$ cat config.mk
export PLATFORM = sky130hd
export DESIGN_NAME = e2q_front
export DESIGN_NICKNAME = d
export VERILOG_FILES = /design/src/sv/e2q_pkg.sv /design/src/sv/e2q_front.sv
export SDC_FILE = /design/constraint.sdc
export NUM_CORES = 1
export LEC_CHECK = 0
export BUFFER_PORTS_ARGS = -buffer_cell sky130_fd_sc_hd__buf_2
export CAP_MARGIN = 20
export CORE_MARGIN = 2
export CORE_UTILIZATION = 30
export CTS_BUF_LIST = sky130_fd_sc_hd__clkbuf_16
export CTS_CLUSTER_SIZE = 20
export DETAILED_ROUTE_END_ITERATION = 10
export SYNTH_ARGS = -nofsm -noshare
export SYNTH_HDL_FRONTEND = slang
export SYNTH_SLANG_ARGS = --single-unit
$ cat constraint.sdc
create_clock -name clk -period 2.9 [get_ports clk]
set_input_delay 0.58 -clock clk [delete_from_list [all_inputs] [get_ports clk]]
set_output_delay 0.58 -clock clk [all_outputs]
set_load 0.02 [all_outputs]
$ cat src/sv/e2q_pkg.sv
`default_nettype none
// ---------------------------------------------------------------------------
// e2q_pkg
// Shared widths, types and the arctangent table for the Euler-to-quaternion
// datapath.
// ---------------------------------------------------------------------------
package e2q_pkg;

    localparam int ANGLE_BITS   = 16;
    localparam int OUT_BITS     = 16;
    localparam int CORDIC_STEPS = 32;
    // rotator angle and vector width, headroom over the 2^31 half-angle range
    localparam int Z_BITS       = 34;
    // cosine and sine in Q30
    localparam int C_BITS       = 32;
    localparam int QUEUE_DEPTH  = 4;
    localparam int QPTR_BITS    = $clog2(QUEUE_DEPTH);

    localparam logic signed [Z_BITS-1:0] CORDIC_GAIN = 34'sd652032874;

    typedef struct packed {
        logic signed [Z_BITS-1:0] roll;
        logic signed [Z_BITS-1:0] pitch;
        logic signed [Z_BITS-1:0] yaw;
    } half_angles_t;

    typedef struct packed {
        logic signed [C_BITS-1:0] cos_r;
        logic signed [C_BITS-1:0] sin_r;
        logic signed [C_BITS-1:0] cos_p;
        logic signed [C_BITS-1:0] sin_p;
        logic signed [C_BITS-1:0] cos_y;
        logic signed [C_BITS-1:0] sin_y;
    } trig_t;

    // arctan(2^-i), 2^32 units per pi
    function automatic logic signed [Z_BITS-1:0] atan_entry(input int idx);
        logic signed [Z_BITS-1:0] v;
        unique case (idx)
            0:  v = 34'sd1073741824;
            1:  v = 34'sd633866811;
            2:  v = 34'sd334917815;
            3:  v = 34'sd170009512;
            4:  v = 34'sd85334662;
            5:  v = 34'sd42708931;
            6:  v = 34'sd21359677;
            7:  v = 34'sd10680490;
            8:  v = 34'sd5340327;
            9:  v = 34'sd2670173;
            10: v = 34'sd1335088;
            11: v = 34'sd667544;
            12: v = 34'sd333772;
            13: v = 34'sd166886;
            14: v = 34'sd83443;
            15: v = 34'sd41722;
            16: v = 34'sd20861;
            17: v = 34'sd10430;
            18: v = 34'sd5215;
            19: v = 34'sd2608;
            20: v = 34'sd1304;
            21: v = 34'sd652;
            22: v = 34'sd326;
            23: v = 34'sd163;
            24: v = 34'sd81;
            25: v = 34'sd41;
            26: v = 34'sd20;
            27: v = 34'sd10;
            28: v = 34'sd5;
            29: v = 34'sd3;
            30: v = 34'sd1;
            31: v = 34'sd1;
            default: v = '0;
        endcase
        return v;
    endfunction

endpackage
`default_nettype wire

$ cat src/sv/e2q_front.sv
`default_nettype none
// ---------------------------------------------------------------------------
// e2q_front
// Accepts angle words, halves them into rotator angle units and holds them
// in a short queue ahead of the rotator pipeline.
// ---------------------------------------------------------------------------
module e2q_front (
    input  wire logic                                clk,
    input  wire logic                                rst_n,
    input  wire logic                                in_valid,
    output logic                                     in_stall,
    input  wire logic signed [e2q_pkg::ANGLE_BITS-1:0] roll_angle,
    input  wire logic signed [e2q_pkg::ANGLE_BITS-1:0] pitch_angle,
    input  wire logic signed [e2q_pkg::ANGLE_BITS-1:0] yaw_angle,
    output logic                                     q_valid,
    output e2q_pkg::half_angles_t                    q_data,
    input  wire logic                                q_pop
);

    localparam int HALF_SHIFT = 32 - e2q_pkg::ANGLE_BITS;
    localparam int EXT_BITS   = e2q_pkg::Z_BITS - e2q_pkg::ANGLE_BITS;

    e2q_pkg::half_angles_t              entry_mem [e2q_pkg::QUEUE_DEPTH];
    e2q_pkg::half_angles_t              push_data;
    logic [e2q_pkg::QPTR_BITS-1:0]      wr_ptr_reg;
    logic [e2q_pkg::QPTR_BITS-1:0]      rd_ptr_reg;
    logic [e2q_pkg::QPTR_BITS:0]        count_reg;
    logic [e2q_pkg::QPTR_BITS:0]        count_next;
    logic                               push;
    logic                               pop;

    // scale each angle so that the half angle lands in 2^32-per-pi units
    assign push_data.roll  = {{EXT_BITS{roll_angle[e2q_pkg::ANGLE_BITS-1]}}, roll_angle}
                             <<< HALF_SHIFT;
    assign push_data.pitch = {{EXT_BITS{pitch_angle[e2q_pkg::ANGLE_BITS-1]}}, pitch_angle}
                             <<< HALF_SHIFT;
    assign push_data.yaw   = {{EXT_BITS{yaw_angle[e2q_pkg::ANGLE_BITS-1]}}, yaw_angle}
                             <<< HALF_SHIFT;

    assign in_stall = (count_reg == (e2q_pkg::QPTR_BITS+1)'(e2q_pkg::QUEUE_DEPTH));
    assign push     = in_valid && !in_stall;
    assign q_valid  = (count_reg != '0);
    assign pop      = q_pop && q_valid;
    assign q_data   = entry_mem[rd_ptr_reg];

    // track occupancy
    always_comb
    begin
        count_next = count_reg;
        if (push && !pop)
        begin
            count_next = count_reg + 1'b1;
        end
        else if (pop && !push)
        begin
            count_next = count_reg - 1'b1;
        end
    end

    // advance pointers
    always_ff @(posedge clk or negedge rst_n)
    begin
        if (!rst_n)
        begin
            wr_ptr_reg <= '0;
            rd_ptr_reg <= '0;
            count_reg  <= '0;
        end
        else
        begin
            count_reg <= count_next;
            if (push)
            begin
                wr_ptr_reg <= wr_ptr_reg + 1'b1;
            end
            if (pop)
            begin
                rd_ptr_reg <= rd_ptr_reg + 1'b1;
            end
        end
    end

    // store the word
    always_ff @(posedge clk)
    begin
        if (push)
        begin
            entry_mem[wr_ptr_reg] <= push_data;
        end
    end

`ifndef SYNTHESIS
    a_count_bound: assert property (@(posedge clk) disable iff (!rst_n)
        count_reg <= (e2q_pkg::QPTR_BITS+1)'(e2q_pkg::QUEUE_DEPTH))
        else $error("queue count beyond depth");
    a_count_step: assert property (@(posedge clk) disable iff (!rst_n)
        (push && !pop) |=> count_reg == $past(count_reg) + 1'b1)
        else $error("queue count did not grow on push");
    a_pop_nonempty: assert property (@(posedge clk) disable iff (!rst_n)
        (q_pop && count_reg == '0) |=> count_reg == $past(count_reg) + $past(push))
        else $error("pop from empty queue changed count");
`endif

endmodule
`default_nettype wire

After elaboration in Yosys (flattened, before gate mapping)
Memory sizes are Yosys's and may differ from the RTL's. Index checks and enable logic that the tools add are counted.

Register bits after elaboration: 7. RAM bits: 216. Input port bits: 52. Output and inout port bits: 104. Logic and storage cells: 22. Memories: 1.

Memories: entry_mem (words 4, bits a word 54, read ports 1, clocked after Yosys merged registers in 0, wr ports 1, line e2q_front.sv:23) `e2q_pkg::half_angles_t entry_mem [e2q_pkg::QUEUE_DEPTH];`.

Add/sub/neg operators: 4. Equality and inequality tests: 1. Mux-type cells: 4. Reduce and logical (&&, ||, !) cells: 9.

Operator list (number): 3-bit 2-to-1 mux (2); 2-bit by 1-bit adder with 2-bit output (second input constant) (2); 1-bit logical AND (4); 3-bit by 1-bit adder with 3-bit output (second input constant) (1); 3-bit == test (second input constant) (1); 1-bit zero test (3); 3-bit nonzero test (1); 3-bit by 1-bit subtractor with 3-bit output (second input constant) (1); 1-bit 2-to-1 mux (2); 2-bit nonzero test (1).

Logic depth before layout (Yosys ltp)
Depth in word-level cells: 7. Gate-level depth with buffers: 9. Depth with buffers taken out: 8.

Worst setup path before layout
Ideal clock, no wire load.

Path type: input port to flip-flop. Start: in in_valid. End: mem entry_mem[0][0] (netlist bit), enable pin. Library setup time: 0.410 ns. Data arrival time: 2.013 ns. Required time: 2.490 ns. Slack: 0.477 ns. Stages on the path: 3. Buffers on the path: 1. Path through: nor2b_1 buf_6 and2_1.

Cells in the longest elaborated chain, start to end: 3.

Ends and longest elaborated chain: start, declared (line e2q_front.sv:10) `input wire logic in_valid,`; 1-bit logical AND (line e2q_front.sv:41) `assign push = in_valid && !in_stall;`; net push (line e2q_front.sv:29) `logic push;`; 1-bit 2-to-1 mux (line e2q_front.sv:86) `if (push)`; 1-bit 2-to-1 mux (not written as such) (line e2q_front.sv:88) `entry_mem[wr_ptr_reg] <= push_data;`; end, declared (line e2q_front.sv:23).

The timed path passes the listed nets, and every way through them passes these cells.

==> results.md <==
* Iter 0 DRT Violations at approximately 140
* Placement Cell Area at 0.008547 mm²
* Type of the most critical hold path: primary input to flip-flop
* Comb pwr share at 33.1%
* Clock root cell: clkbuf_16
* Crit path kind: flip-flop to output port
* Wirelength per Cell at roughly 17 µm
* Crit start category: flip-flop
* Worst Clk Skew at 13.95 ps
* Critical Path Source: rd_ptr_reg[0]$_DFFE_PN0P_
* Arr. time, crit path at about 2000 ps
* Switch Pwr at 0.003281 W
* Core Area at ~0.026 mm²
* Die area at 0.02736 mm²
* Post-Route WL at ~14 mm
* Vias in the first global route at between 3,000 and 4,000
* DRC Markers at 0
* Clk buf depth at 2
* Share of cells above drive strength 1 at between 40% and 50%
* F_max at just under 400 MHz
* Maximum number of pins on one net before global-route repair at 49
* Finished Layout Cells at 810
* Buffers on Ports at 107
* Max_slew headroom at ~64%
* Post-DP HPWL at between 8 and 9 mm
* Status: complete, no violations
* R2R depth at 8
* Top post-synthesis cells by count: edfxtp_1 (192), buf_4 (55), mux4_2 (48)
* DRT antenna net count at 0
* Critical path's top delay family: multiplexers
* Max VDD drop at between 0.0004 and 0.0005 V
* CP max FO at 27
* Worst Path Buf+Inv at 2
* Unrepaired setup endpoints after global routing: no
* Final Hold Vio Count at 0
* Final setup viols at 0
* Total CTS buffers at 17
* Slowest-stage cell, CP: mux4_2
* Max reg flops at 192
* Post-synth EDFFs at about 190
* Critical path required time at roughly 2300 ps
* All-layer global routing usage at a little over a tenth
* CP endpoint kind: output port
* Min Tclk post-route at about 2600 ps
* Sequential element share of the synthesized area at roughly 76%
* Placed cells at 775
* Final Max Tran Viols at 0
* Internal power at around 0.0063 W
* Synth top area share at around 74%
* # fillers at about 2,500
* Worst path max stage delay at approximately 560 ps
* Grt total ovfl at 0
* Via count at around 3,400
* Most numerous cell in the Yosys netlist: edfxtp_1
* Gpl congestion at around 0.64
* Cell-by-cell trace of the critical path: buf_12 -> mux4_2 -> buf_2
* Multi-input logic area at 0.001490 mm²
* Pwr Density at between 1000 and 1500 mW/mm²
* Post-synthesis average cell area at 22.92 µm²
* Final nets at roughly 520
* IO Pins at around 160
* Net Sw Frac at 34.21%
* Largest cells by area after synthesis: edfxtp_1 (74%), mux4_2 (14%), buf_4 (5.3%), dfrtp_1 (2.2%), buf_12 (1.3%)
* Pleak at approximately 3.2 nW
* Reg area at between 0.005 and 0.006 mm²
* Gate Count Post-Synth at 341
* Netlist cell types at 22
* 1st-pass router iterations at 4
* Crit path depth at 3
* Maximum capacitance violations at 0
* Register share of total power at roughly 42%
* Clock Sinks at about 200
* Initial antenna violation count at 3
* Core Rows at slightly below 60
* Worst-margin pin slew at 545.3 ps
* Clock latency at the later pin of the worst-skew pair at 430 ps
* H-tree levels at 4
* Yosys warnings at 0
* Synth Cell Area at between 0.007 and 0.008 mm²
* Area leader, netlist: edfxtp_1
* Die width at around 170 µm
* Drt via density at about 4.2
* HP Start: pitch_angle[4]
* R2R setup slack at 760 ps
* Crit Reg-Reg Startpoint: count_reg[1]$_DFFE_PN0P_
* FFs w/ async S/R, synth at between 3 and 4%
* Clock transition at path regs at 80 ps
* Post-route cell area at around 0.0092 mm²
* First-pass GRT wire length at between 20 and 25 mm
* Main flop type after synthesis: edfxtp_1
* Area grow syn2layout at 17.38%
* Yosys reg bits at between 150 and 200
* Hold depth at 1
* Final setup TNS at 0 ps
* Starting Density at 30.25%
* Clock power frac at 24.7%
* Chip Height at about 170 µm
* CTS tree: built
* Final Cycle Share at 89.27%
per-stage QoR:
| step | worst slack, ps | total power (W) | hold WS (ps) | utilization (%) |
|---|---|---|---|---|
| 6_report | 311.3 | 0.009592 | 351.4 | 35.51 |
| 5_1_grt | 184.2 | 0.01009 | 344.6 | 35.50 |
| 4_1_cts | 235.3 | 0.009804 | 331.3 | 35.49 |
| 3_5_place_dp | 706.4 | 0.007413 | 429.6 | 33.08 |
| 3_3_place_gp | 719.6 | 0.007321 | 426.6 | 33.08 |
| 2_1_floorplan | 477.1 | 0.006517 | 284.4 | - |
kinds of logic after synthesis:
group	Yosys count	share of synthesized area, %
xor+xnor	6	0.6723
flops	199	76.00
mux	50	14.17
other cells	1	0.04798
buf+inv	69	7.252
simple gates	10	0.8003
fa+ha+maj	6	1.057
cell usage in the layout (no fill, tap or decap), types with 2 or more instances in the layout:
cell type,count
ha_1,5
conb_1,48
xor2_1,2
mux4_2,48
inv_8,5
buf_2,107
inv_12,2
inv_6,3
edfxtp_1,192
xnor2_1,4
and2_2,4
clkbuf_16,17
buf_4,6
inv_1,3
diode_2,2
buf_12,5
clkinv_8,4
dfrtp_1,5
power groups by stage:
stage	sequential [W]	combinational [W]	clock (W)
global route	0.00411	0.00343	0.00255
detailed placement	0.00413	0.00328	0
global placement	0.00409	0.00324	0
CTS	0.00407	0.00329	0.00245
finish	0.00405	0.00318	0.00237
floorplan	0.00399	0.00253	0
cell type report:
class / instances / share of cell area, %
Antenna cell: 2 / 0.05455
Inverter: 3 / 0.1227
Timing Repair Buffer: 119 / 7.528
Clock buffer: 17 / 4.637
Tap cell: 335 / 4.568
Multi-Input combinational cell: 120 / 16.24
Sequential cell: 199 / 64.80
Clock inverter: 15 / 2.046
timing repair:
action                                 CTS  global route
hold buffers                             1             0
setup buffers                            0             0
gates resized for setup                  0             0
endpoints found under the hold margin    7             0
worst reg2reg max path, stage by stage (launching register included):
cell and delay [ps]:
dfrtp_1 440, or3_1 430, nand2_1 130, ha_1 200, inv_1 60, fa_1 370, xor2_1 170, nor2_1 130
xor2_1 150
routing by layer:
metal	global-route usage, %	vias up	share of wire [%]
met4	4.193	2	2.0
met3	3.546	17	6.0
met1	12.70	1781	42
li1	-	1514	-
met2	17.25	93	50
met5	0	-	0.093
worst paths after layout:
path / to
worst max-delay path: q_data[66]
worst min-delay path: entry_mem[3][22]$_DFFE_PP_
worst max register to register: count_reg[2]$_DFFE_PN0P_
worst min register to register: count_reg[2]$_DFFE_PN0P_
max in group asynchronous: rd_ptr_reg[0]$_DFFE_PN0P_
min in group asynchronous: count_reg[0]$_DFFE_PN0P_
Note: power is estimated with default switching activity, not from simulation.
